## config.mk

```make
export PLATFORM = sky130hd
export DESIGN_NAME = periodic_task_scheduler
export DESIGN_NICKNAME = d
export VERILOG_FILES = /design/src/rtl/core/pst_pkg.sv /design/src/rtl/core/periodic_task_scheduler.sv /design/src/rtl/core/pst_ram.sv /design/src/rtl/core/pst_front.sv /design/src/rtl/core/pst_cmd_fifo.sv /design/src/rtl/core/pst_back.sv
export SDC_FILE = /design/constraint.sdc
export NUM_CORES = 1
export LEC_CHECK = 0
export ABC_CLOCK_PERIOD_IN_PS = 9000
export BUFFER_PORTS_ARGS = -buffer_cell sky130_fd_sc_hd__buf_2
export CORE_MARGIN = 2
export CORE_UTILIZATION = 63
export DETAILED_ROUTE_END_ITERATION = 8
export GPL_ROUTABILITY_DRIVEN = 0
export PLACE_DENSITY = 0.8
export REMOVE_ABC_BUFFERS = 1
export SLEW_MARGIN = 20
export SYNTH_ARGS = -nofsm -noshare
export SYNTH_HDL_FRONTEND = slang
export SYNTH_SLANG_ARGS = --single-unit
```

## constraint.sdc

```tcl
create_clock -name clock -period 9 [get_ports clock]
set_input_delay 1.35 -clock clock [delete_from_list [all_inputs] [get_ports clock]]
set_output_delay 1.35 -clock clock [all_outputs]
set_load 0.05 [all_outputs]
```

## src/rtl/core/pst_pkg.sv

```systemverilog
package pst_pkg;

   // Table size and per-tick result limit
   localparam int MAX_TASKS  = 16;
   localparam int RESULT_CAP = 16;

   // Field widths
   localparam int REQ_TYPE_W = 3;
   localparam int REQ_IDX_W  = 4;
   localparam int PERIOD_W   = 8;
   localparam int TIME_W     = 32;
   localparam int DUE_W      = 4;

   // Derived widths
   localparam int TASK_IDX_W = (MAX_TASKS > 1) ? $clog2(MAX_TASKS) : 1;
   localparam int TASK_CNT_W = $clog2(MAX_TASKS + 1);
   localparam int RES_CNT_W  = $clog2(RESULT_CAP + 1);
   localparam int CMP_W      = (TASK_CNT_W > REQ_IDX_W) ? TASK_CNT_W : REQ_IDX_W;

   // Request tdata layout, lowest bit first
   localparam int IDX_LSB    = 0;
   localparam int PERIOD_LSB = IDX_LSB + REQ_IDX_W;
   localparam int NOW_LSB    = PERIOD_LSB + PERIOD_W;
   localparam int REQ_BITS   = NOW_LSB + TIME_W;
   localparam int REQ_DATA_W = ((REQ_BITS + 7) / 8) * 8;
   localparam int RSP_DATA_W = ((DUE_W + 7) / 8) * 8;

   // Command queue between front and back
   localparam int QUEUE_DEPTH = 2;
   localparam int QPTR_W      = (QUEUE_DEPTH > 1) ? $clog2(QUEUE_DEPTH) : 1;
   localparam int QCNT_W      = $clog2(QUEUE_DEPTH + 1);

   typedef enum logic [REQ_TYPE_W-1:0] {
      REQ_ADD        = 3'd0,
      REQ_ENABLE     = 3'd1,
      REQ_DISABLE    = 3'd2,
      REQ_ENABLE_ALL = 3'd3,
      REQ_TICK       = 3'd4
   } req_code_type;

   typedef struct packed {
      req_code_type          kind;
      logic [REQ_IDX_W-1:0]  idx;
      logic [PERIOD_W-1:0]   period;
      logic [TIME_W-1:0]     now;
   } cmd_type;

   typedef enum logic [1:0] {
      ST_IDLE,
      ST_SCAN,
      ST_FLUSH
   } back_state_type;

   function automatic logic [CMP_W-1:0] widen_idx(input logic [TASK_IDX_W-1:0] v);
      return CMP_W'(v);
   endfunction

   function automatic logic [CMP_W-1:0] widen_cnt(input logic [TASK_CNT_W-1:0] v);
      return CMP_W'(v);
   endfunction

   // Low bits of a table index as carried on the result channel
   function automatic logic [DUE_W-1:0] due_field(input logic [TASK_IDX_W-1:0] v);
      logic [CMP_W-1:0] wide;
      wide = CMP_W'(v);
      return wide[DUE_W-1:0];
   endfunction

endpackage

```

## src/rtl/core/periodic_task_scheduler.sv

```systemverilog
// A control request passes through the command queue and then takes effect in the execute stage.
// A tick scans one table entry per cycle while the result side does not stall;
// the scan walks the period and last-run RAMs.
// Other requests are executed in the execute stage while it is idle; the queue holds two.
// Reset (synchronous, active high) empties the table and queue, clears enables and last runs.
module periodic_task_scheduler (
   input  logic                             clock,
   input  logic                             reset,
   input  logic                             req_tvalid,
   output logic                             req_tready,
   input  logic [pst_pkg::REQ_TYPE_W-1:0]   req_tuser,  // req_type
   input  logic [pst_pkg::REQ_DATA_W-1:0]   req_tdata,  // task_index, new_period, now_ms
   output logic                             rsp_tvalid,
   input  logic                             rsp_tready,
   output logic [pst_pkg::RSP_DATA_W-1:0]   rsp_tdata,  // due_task
   output logic                             rsp_tlast   // last_of_run
);
   import pst_pkg::*;

   logic    push_valid, queue_ready, cmd_valid, cmd_pop;
   cmd_type push_cmd, cmd;

   pst_front u_front (
      .req_tvalid  (req_tvalid),
      .req_tready  (req_tready),
      .req_tuser   (req_tuser),
      .req_tdata   (req_tdata),
      .queue_ready (queue_ready),
      .push_valid  (push_valid),
      .push_cmd    (push_cmd)
   );

   pst_cmd_fifo u_queue (
      .clock      (clock),
      .reset      (reset),
      .push_valid (push_valid),
      .push_cmd   (push_cmd),
      .push_ready (queue_ready),
      .pop        (cmd_pop),
      .pop_valid  (cmd_valid),
      .pop_cmd    (cmd)
   );

   pst_back u_back (
      .clock      (clock),
      .reset      (reset),
      .cmd_valid  (cmd_valid),
      .cmd        (cmd),
      .cmd_pop    (cmd_pop),
      .rsp_tvalid (rsp_tvalid),
      .rsp_tready (rsp_tready),
      .rsp_tdata  (rsp_tdata),
      .rsp_tlast  (rsp_tlast)
   );

endmodule

```

## src/rtl/core/pst_ram.sv

```systemverilog
module pst_ram #(
   parameter int WIDTH = 8,
   parameter int DEPTH = 16,
   localparam int AW   = (DEPTH > 1) ? $clog2(DEPTH) : 1
) (
   input  logic             clock,
   input  logic             wr_en,
   input  logic [AW-1:0]    wr_addr,
   input  logic [WIDTH-1:0] wr_data,
   input  logic [AW-1:0]    rd_addr,
   output logic [WIDTH-1:0] rd_data
);

   logic [WIDTH-1:0] mem_ff [DEPTH];

   // Write port and registered read port
   always_ff @(posedge clock) begin
      if (wr_en) begin
         mem_ff[wr_addr] <= wr_data;
      end
      rd_data <= mem_ff[rd_addr];
   end

endmodule

```

## src/rtl/core/pst_front.sv

```systemverilog
module pst_front (
   input  logic                             req_tvalid,
   output logic                             req_tready,
   input  logic [pst_pkg::REQ_TYPE_W-1:0]   req_tuser,
   input  logic [pst_pkg::REQ_DATA_W-1:0]   req_tdata,
   input  logic                             queue_ready,
   output logic                             push_valid,
   output pst_pkg::cmd_type                 push_cmd
);
   import pst_pkg::*;

   logic known;

   // Classify the request kind; unknown kinds are accepted and dropped
   always_comb begin
      unique case (req_code_type'(req_tuser)) inside
         REQ_ADD, REQ_ENABLE, REQ_DISABLE, REQ_ENABLE_ALL, REQ_TICK: known = 1'b1;
         default: known = 1'b0;
      endcase
   end

   // Unpack the item into a command
   always_comb begin
      push_cmd.kind   = req_code_type'(req_tuser);
      push_cmd.idx    = req_tdata[IDX_LSB +: REQ_IDX_W];
      push_cmd.period = req_tdata[PERIOD_LSB +: PERIOD_W];
      push_cmd.now    = req_tdata[NOW_LSB +: TIME_W];
   end

   assign req_tready = queue_ready;
   assign push_valid = req_tvalid && known;

endmodule

```

## src/rtl/core/pst_cmd_fifo.sv

```systemverilog
module pst_cmd_fifo (
   input  logic             clock,
   input  logic             reset,
   input  logic             push_valid,
   input  pst_pkg::cmd_type push_cmd,
   output logic             push_ready,
   input  logic             pop,
   output logic             pop_valid,
   output pst_pkg::cmd_type pop_cmd
);
   import pst_pkg::*;

   cmd_type             entries_ff [QUEUE_DEPTH];
   cmd_type             entries_in [QUEUE_DEPTH];
   logic [QPTR_W-1:0]   wr_ptr_ff, wr_ptr_in;
   logic [QPTR_W-1:0]   rd_ptr_ff, rd_ptr_in;
   logic [QCNT_W-1:0]   fill_ff, fill_in;
   logic                do_push, do_pop;

   assign push_ready = fill_ff != QCNT_W'(QUEUE_DEPTH);
   assign pop_valid  = fill_ff != '0;
   assign pop_cmd    = entries_ff[rd_ptr_ff];
   assign do_push    = push_valid && push_ready;
   assign do_pop     = pop && pop_valid;

   // Advance pointers and fill level
   always_comb begin
      entries_in = entries_ff;
      wr_ptr_in  = wr_ptr_ff;
      rd_ptr_in  = rd_ptr_ff;
      fill_in    = fill_ff;
      if (do_push) begin
         entries_in[wr_ptr_ff] = push_cmd;
         wr_ptr_in = (wr_ptr_ff == QPTR_W'(QUEUE_DEPTH - 1)) ? '0 : wr_ptr_ff + QPTR_W'(1);
      end
      if (do_pop) begin
         rd_ptr_in = (rd_ptr_ff == QPTR_W'(QUEUE_DEPTH - 1)) ? '0 : rd_ptr_ff + QPTR_W'(1);
      end
      if (do_push && !do_pop) begin
         fill_in = fill_ff + QCNT_W'(1);
      end else if (do_pop && !do_push) begin
         fill_in = fill_ff - QCNT_W'(1);
      end
   end

   always_ff @(posedge clock) begin
      entries_ff <= entries_in;
   end

   always_ff @(posedge clock) begin
      if (reset) begin
         wr_ptr_ff <= '0;
         rd_ptr_ff <= '0;
         fill_ff   <= '0;
      end else begin
         wr_ptr_ff <= wr_ptr_in;
         rd_ptr_ff <= rd_ptr_in;
         fill_ff   <= fill_in;
      end
   end

endmodule

```

## src/rtl/core/pst_back.sv

```systemverilog
module pst_back (
   input  logic                             clock,
   input  logic                             reset,
   input  logic                             cmd_valid,
   input  pst_pkg::cmd_type                 cmd,
   output logic                             cmd_pop,
   output logic                             rsp_tvalid,
   input  logic                             rsp_tready,
   output logic [pst_pkg::RSP_DATA_W-1:0]   rsp_tdata,
   output logic                             rsp_tlast
);
   import pst_pkg::*;

   back_state_type          state_ff, state_in;
   logic [TASK_CNT_W-1:0]   count_ff, count_in;
   logic [MAX_TASKS-1:0]    enabled_ff, enabled_in;
   logic [MAX_TASKS-1:0]    lr_valid_ff, lr_valid_in;
   logic [TASK_IDX_W-1:0]   scan_idx_ff, scan_idx_in;
   logic [TIME_W-1:0]       now_ff, now_in;
   logic [RES_CNT_W-1:0]    res_cnt_ff, res_cnt_in;
   logic                    pend_vld_ff, pend_vld_in;
   logic [TASK_IDX_W-1:0]   pend_idx_ff, pend_idx_in;
   logic                    out_vld_ff, out_vld_in;
   logic [DUE_W-1:0]        out_task_ff, out_task_in;
   logic                    out_last_ff, out_last_in;

   logic                    per_wr_en, lr_wr_en;
   logic [TASK_IDX_W-1:0]   rd_addr, wr_slot, scan_next;
   logic [PERIOD_W-1:0]     period_q;
   logic [TIME_W-1:0]       lr_q, lr_cur, elapsed;
   logic                    due, out_free, take, advance, last_entry, cap_hit;

   // Period and last-run tables
   pst_ram #(.WIDTH(PERIOD_W), .DEPTH(MAX_TASKS)) u_period_ram (
      .clock   (clock),
      .wr_en   (per_wr_en),
      .wr_addr (wr_slot),
      .wr_data (cmd.period),
      .rd_addr (rd_addr),
      .rd_data (period_q)
   );

   pst_ram #(.WIDTH(TIME_W), .DEPTH(MAX_TASKS)) u_last_run_ram (
      .clock   (clock),
      .wr_en   (lr_wr_en),
      .wr_addr (scan_idx_ff),
      .wr_data (now_ff),
      .rd_addr (rd_addr),
      .rd_data (lr_q)
   );

   // Due check on the entry whose table data is out of the RAMs
   assign wr_slot    = count_ff[TASK_IDX_W-1:0];
   assign lr_cur     = lr_valid_ff[scan_idx_ff] ? lr_q : '0;
   assign elapsed    = now_ff - lr_cur;
   assign due        = enabled_ff[scan_idx_ff] && (elapsed >= TIME_W'(period_q));
   assign out_free   = !out_vld_ff || rsp_tready;
   assign take       = due && (!pend_vld_ff || out_free);
   assign advance    = !due || take;
   assign last_entry = (widen_idx(scan_idx_ff) + CMP_W'(1)) == widen_cnt(count_ff);
   assign cap_hit    = take && ((res_cnt_ff + RES_CNT_W'(1)) == RES_CNT_W'(RESULT_CAP));
   assign scan_next  = scan_idx_ff + TASK_IDX_W'(1);

   // Next state
   always_comb begin
      state_in = state_ff;
      unique case (state_ff)
         ST_IDLE: begin
            if (cmd_valid && cmd.kind == REQ_TICK && count_ff != '0) begin
               state_in = ST_SCAN;
            end
         end
         ST_SCAN: begin
            if (advance && (last_entry || cap_hit)) begin
               state_in = ST_FLUSH;
            end
         end
         ST_FLUSH: begin
            if (!pend_vld_ff || out_free) begin
               state_in = ST_IDLE;
            end
         end
         default: state_in = ST_IDLE;
      endcase
   end

   // Datapath and outputs
   always_comb begin
      cmd_pop     = 1'b0;
      per_wr_en   = 1'b0;
      lr_wr_en    = 1'b0;
      rd_addr     = '0;
      count_in    = count_ff;
      enabled_in  = enabled_ff;
      lr_valid_in = lr_valid_ff;
      scan_idx_in = scan_idx_ff;
      now_in      = now_ff;
      res_cnt_in  = res_cnt_ff;
      pend_vld_in = pend_vld_ff;
      pend_idx_in = pend_idx_ff;
      out_vld_in  = out_vld_ff && !rsp_tready;
      out_task_in = out_task_ff;
      out_last_in = out_last_ff;
      unique case (state_ff)
         ST_IDLE: begin
            cmd_pop = cmd_valid;
            if (cmd_valid) begin
               unique case (cmd.kind) inside
                  REQ_ADD: begin
                     // append a disabled task with last run zero
                     if (widen_cnt(count_ff) < CMP_W'(MAX_TASKS)) begin
                        per_wr_en            = 1'b1;
                        enabled_in[wr_slot]  = 1'b0;
                        lr_valid_in[wr_slot] = 1'b0;
                        count_in             = count_ff + TASK_CNT_W'(1);
                     end
                  end
                  REQ_ENABLE, REQ_DISABLE: begin
                     for (int i = 0; i < MAX_TASKS; i++) begin
                        if (CMP_W'(cmd.idx) == CMP_W'(i) &&
                            CMP_W'(i) < widen_cnt(count_ff)) begin
                           enabled_in[i] = (cmd.kind == REQ_ENABLE);
                        end
                     end
                  end
                  REQ_ENABLE_ALL: begin
                     for (int i = 0; i < MAX_TASKS; i++) begin
                        if (CMP_W'(i) < widen_cnt(count_ff)) begin
                           enabled_in[i] = 1'b1;
                        end
                     end
                  end
                  REQ_TICK: begin
                     // start a scan at entry zero; rd_addr already points there
                     if (count_ff != '0) begin
                        now_in      = cmd.now;
                        scan_idx_in = '0;
                        res_cnt_in  = '0;
                     end
                  end
                  default: ;
               endcase
            end
         end
         ST_SCAN: begin
            // capture a due task; the one held before it goes out as not last
            if (take) begin
               lr_wr_en                 = 1'b1;
               lr_valid_in[scan_idx_ff] = 1'b1;
               pend_vld_in              = 1'b1;
               pend_idx_in              = scan_idx_ff;
               res_cnt_in               = res_cnt_ff + RES_CNT_W'(1);
               if (pend_vld_ff) begin
                  out_vld_in  = 1'b1;
                  out_task_in = due_field(pend_idx_ff);
                  out_last_in = 1'b0;
               end
            end
            // advance the scan, or hold the read on a stalled entry
            if (!advance) begin
               rd_addr = scan_idx_ff;
            end else if (!(last_entry || cap_hit)) begin
               scan_idx_in = scan_next;
               rd_addr     = scan_next;
            end
         end
         ST_FLUSH: begin
            // release the held task as the last of the run
            if (pend_vld_ff && out_free) begin
               out_vld_in  = 1'b1;
               out_task_in = due_field(pend_idx_ff);
               out_last_in = 1'b1;
               pend_vld_in = 1'b0;
            end
         end
         default: ;
      endcase
   end

   always_ff @(posedge clock) begin
      if (reset) begin
         state_ff    <= ST_IDLE;
         count_ff    <= '0;
         enabled_ff  <= '0;
         lr_valid_ff <= '0;
         scan_idx_ff <= '0;
         res_cnt_ff  <= '0;
         pend_vld_ff <= 1'b0;
         out_vld_ff  <= 1'b0;
      end else begin
         state_ff    <= state_in;
         count_ff    <= count_in;
         enabled_ff  <= enabled_in;
         lr_valid_ff <= lr_valid_in;
         scan_idx_ff <= scan_idx_in;
         res_cnt_ff  <= res_cnt_in;
         pend_vld_ff <= pend_vld_in;
         out_vld_ff  <= out_vld_in;
      end
   end

   always_ff @(posedge clock) begin
      now_ff      <= now_in;
      pend_idx_ff <= pend_idx_in;
      out_task_ff <= out_task_in;
      out_last_ff <= out_last_in;
   end

   assign rsp_tvalid = out_vld_ff;
   assign rsp_tdata  = RSP_DATA_W'(out_task_ff);
   assign rsp_tlast  = out_last_ff;

   // A held task never survives past the end of a run
   a_idle_no_pending: assert property (@(posedge clock) disable iff (reset)
      state_ff == ST_IDLE |-> !pend_vld_ff)
      else $error("held task left over in idle");

   // The scan stays inside the filled part of the table
   a_scan_in_table: assert property (@(posedge clock) disable iff (reset)
      state_ff == ST_SCAN |-> widen_idx(scan_idx_ff) < widen_cnt(count_ff))
      else $error("scan index beyond task count");

   a_count_bound: assert property (@(posedge clock) disable iff (reset)
      widen_cnt(count_ff) <= CMP_W'(MAX_TASKS))
      else $error("task count above table size");

   a_result_cap: assert property (@(posedge clock) disable iff (reset)
      res_cnt_ff <= RES_CNT_W'(RESULT_CAP))
      else $error("result count above limit");

   // Flushing a held task shows it as the last item of the run
   a_flush_last: assert property (@(posedge clock) disable iff (reset)
      state_ff == ST_FLUSH && pend_vld_ff && out_free |=> rsp_tvalid && rsp_tlast)
      else $error("end of run not marked");

endmodule
```

==> metrics.txt <==
outcome=complete, no violations; DR top layer=met4; post-DP HPWL=53.25 mm; Reg area=25,160 µm²; fmax=113.8 MHz; hold buffer count at CTS=0; drt total wl=92.19 mm; setup_tns=0 ns; final clock skew=0.02771 ns; via count=24,240; maximum clock path buffer count=3; slowest CP cell=dfxtp_1; H-tree lvl count=3; dpl cell area=38,240 µm²; pwr dens=208.7 nW/µm²; die area=60,640 µm²; PnR worst setup slack=0.2130 ns; static leakage=13.90 nW; initial DRC count=3,469; Final Instance Area=41,080 µm²; Die Y=246.3 µm; largest net degree at the start of global routing=81; Yosys warnings=0; Final Non-Filler Cells=3,467; max-cap viol count=0; multi-input logic area=11,130 µm²; # fillers=3,567; Post-synth EDFFs=775; Synth Instances=2,607; flops & latches, synth=869; WL met2=43.87 mm; Pre-Repair DR Iteration Count=6; grt ovf=0; Int Pwr=0.006697 W; most area-consuming cells after synthesis=edfxtp_1, mux2i_1, dfxtp_1; Worst Tran Pin Value=1.100 ns; Final Max Tran Viols=0; Area growth syn-to-layout=11.10%; Critical Path End Type=flip-flop; met3 WL post-DR=9.297 mm; Clock Tree Root=clkbuf_16; HP Class=flip-flop to flip-flop; clk sinks=869; n_diodes=0; Worst slew margin=26.70%; Seq pwr share=52.6%; Synth Flop Type=edfxtp_1; dpl ws=0.5642 ns; CP bufs+invs=1; asr flop ratio synth=0%; Post-CTS Resized=0; DR vias/cell=6.991; combinational share of power=5.8%; Clk pwr share=41.6%; WP data required=9.52 ns; clock slew at reported path FFs=0.06 ns; row count=88; Setup Crit Path Kind=flip-flop to flip-flop; most frequent cells in the layout=edfxtp_1, mux2i_1, nand2_1; vias in the first global route=24,010; Critical Path Source Type=flip-flop; layout cells sized above 1=12.92%; M1 WL=35.45 mm; Netlist cell types=77; Yosys top cell by area=edfxtp_1; RSZ-0062 raised after global routing=no; mean post-synth cell area=14.18 µm²; chip width=246.3 µm; Core ar.=57,810 µm²; first-pass GRT wire length=139.5 mm; routed len/inst=26.59 µm; top-area cell type share of the netlist area=62.94%; fin crit share=97.63%; ANT nets after route=0; WP data arrival=9.30 ns; Nets=2,741; Max stage delay on crit path=0.74 ns; Hold Slack=0.4556 ns; Post-Syn Area=36,970 µm²; DRC Markers=0; min cycle time layout=8.787 ns; Switch Pwr=0.001877 W; gr usage total=30.51%; CP Max Fanout=43; CTS tree=done; post-CTS setup buffer count=0; crit-path cells=mux4_2, mux4_2, and2_1, ha_1, fa_1, nand2b_1, a21oi_1, nor2_1, xnor2_1, ha_1, and3_1, a221o_1, a2111oi_0, nand4_1, nor3_1, nand4_1, nor4_4, a31oi_2, nand2_2, a211o_4, buf_4, mux2i_1, o22ai_1, or4_1; sequential share of the synthesized area=68.03%; Final Hold Vio Count=0; Clk Latency, worst-skew pair=0.67 ns; delay-heaviest family, CP=simple AND/OR/NAND/NOR gates; commonest non-fill, non-tap cell in the layout=edfxtp_1; IO buf count=57; IO Pins=66; initial core utilization=63.96%; CTS buffer count=86; maximum vdd ir drop=0.1824 mV; final setup vio count=0; DP Cell Count=3,306; sw frac=21.90%; initial antenna violation count=0
==> worst paths after layout <==
check	start	to	slack, ns	depth (start not counted)
worst min register to register	u_back.pend_idx_ff[3]	u_back.out_task_ff[3]	0.46	0
worst max-delay path	u_back.scan_idx_ff[1]	u_back.u_last_run_ram.rd_data[2]	0.21	24
worst min-delay path	u_back.pend_idx_ff[3]	u_back.out_task_ff[3]	0.46	0
worst max register to register	u_back.scan_idx_ff[1]	u_back.u_last_run_ram.rd_data[2]	0.21	24
==> worst reg2reg max path, delay by kind of cell, from the launching register on <==
family,cells,cell delay [ns]
AND/OR/NAND/NOR,10,2.54
AO/OA/AOI/OAI,6,2.41
multiplexers,3,1.41
adder cells (fa/ha/maj),3,0.90
flip-flops,1,0.74
buffers and inverters,1,0.45
XOR/XNOR,1,0.21
==> registers in the layout (all words and copies together) (netlist names), 2 cells and up <==
register and flops:
u_back.u_last_run_ram.rd_data 32, u_back.now_ff 32, u_back.u_period_ram.rd_data 8, u_back.res_cnt_ff 5, u_back.state_ff 2, u_back.out_task_ff 4
u_back.lr_valid_ff 16, u_back.u_last_run_ram.mem_ff 512, u_back.enabled_ff 16, u_back.count_ff 5, u_queue.fill_ff 2, u_back.scan_idx_ff 4
u_queue.entries_ff 94, u_back.u_period_ram.mem_ff 128, u_back.pend_idx_ff 4
==> synth_stat cells (19+ instances only) <==
cell / n
edfxtp_1: 775
mux2i_1: 204
nand2_1: 145
clkbuf_1: 134
nor2_1: 134
a21oi_1: 101
dfxtp_1: 94
a211oi_1: 91
o22ai_1: 83
nor3_1: 77
o21ai_0: 63
ha_1: 55
a2111oi_0: 45
mux2_2: 44
o31ai_1: 44
a2111o_1: 41
nor4b_1: 41
or4_1: 41
inv_1: 40
nand3_1: 31
buf_2: 30
nand2b_1: 28
nand4_1: 20
a31oi_1: 19
==> per-stage QoR <==
| step | power [W] | utilization [%] |
|---|---|---|
| after detailed placement | 0.005079 | 66.15 |
| after CTS | 0.008590 | 71.02 |
| after floorplan | 0.004913 | - |
| final | 0.008574 | 71.06 |
| after global routing | 0.008796 | 71.06 |
| after global placement | 0.005056 | 66.15 |
==> power by group through the flow <==
| stage | clock network [W] | logic, W | registers [W] |
|---|---|---|---|
| floorplan | 0 | 0.000310 | 0.00460 |
| global placement | 0 | 0.000469 | 0.00459 |
| detailed placement | 0 | 0.000488 | 0.00459 |
| CTS | 0.00359 | 0.000493 | 0.00451 |
| global route | 0.00375 | 0.000539 | 0.00451 |
| finish | 0.00357 | 0.000498 | 0.00451 |
==> cell families (layout without fill, tap and decap cells) <==
family	Yosys count	in the layout	share of synthesized area, %
AOI/OAI and AO/OA	603	603	11.63
xor gates and xnor gates	27	27	0.6396
adders and majority gates	56	56	1.915
buffers and inverters	228	320	2.531
DFF	869	869	68.03
muxes	257	257	7.411
other	1	4	0.01014
and+or+nand+nor	566	566	7.831
==> layout make-up <==
type,count,share of cell area (%)
clock buffers,123,5.900
clock inverters,37,0.9565
inverters,41,0.3777
multi-input cells,1513,27.09
flip-flops and latches,869,61.24
well taps,765,2.330
repair buffers,119,2.102
==> metal layers <==
layer,vias up,track usage [%]
met1,11920,41.40
met4,0,13.02
li1,10380,-
met3,304,5.523
met2,1633,48.93
met5,-,0
Note: power is estimated with default switching activity, not from simulation.
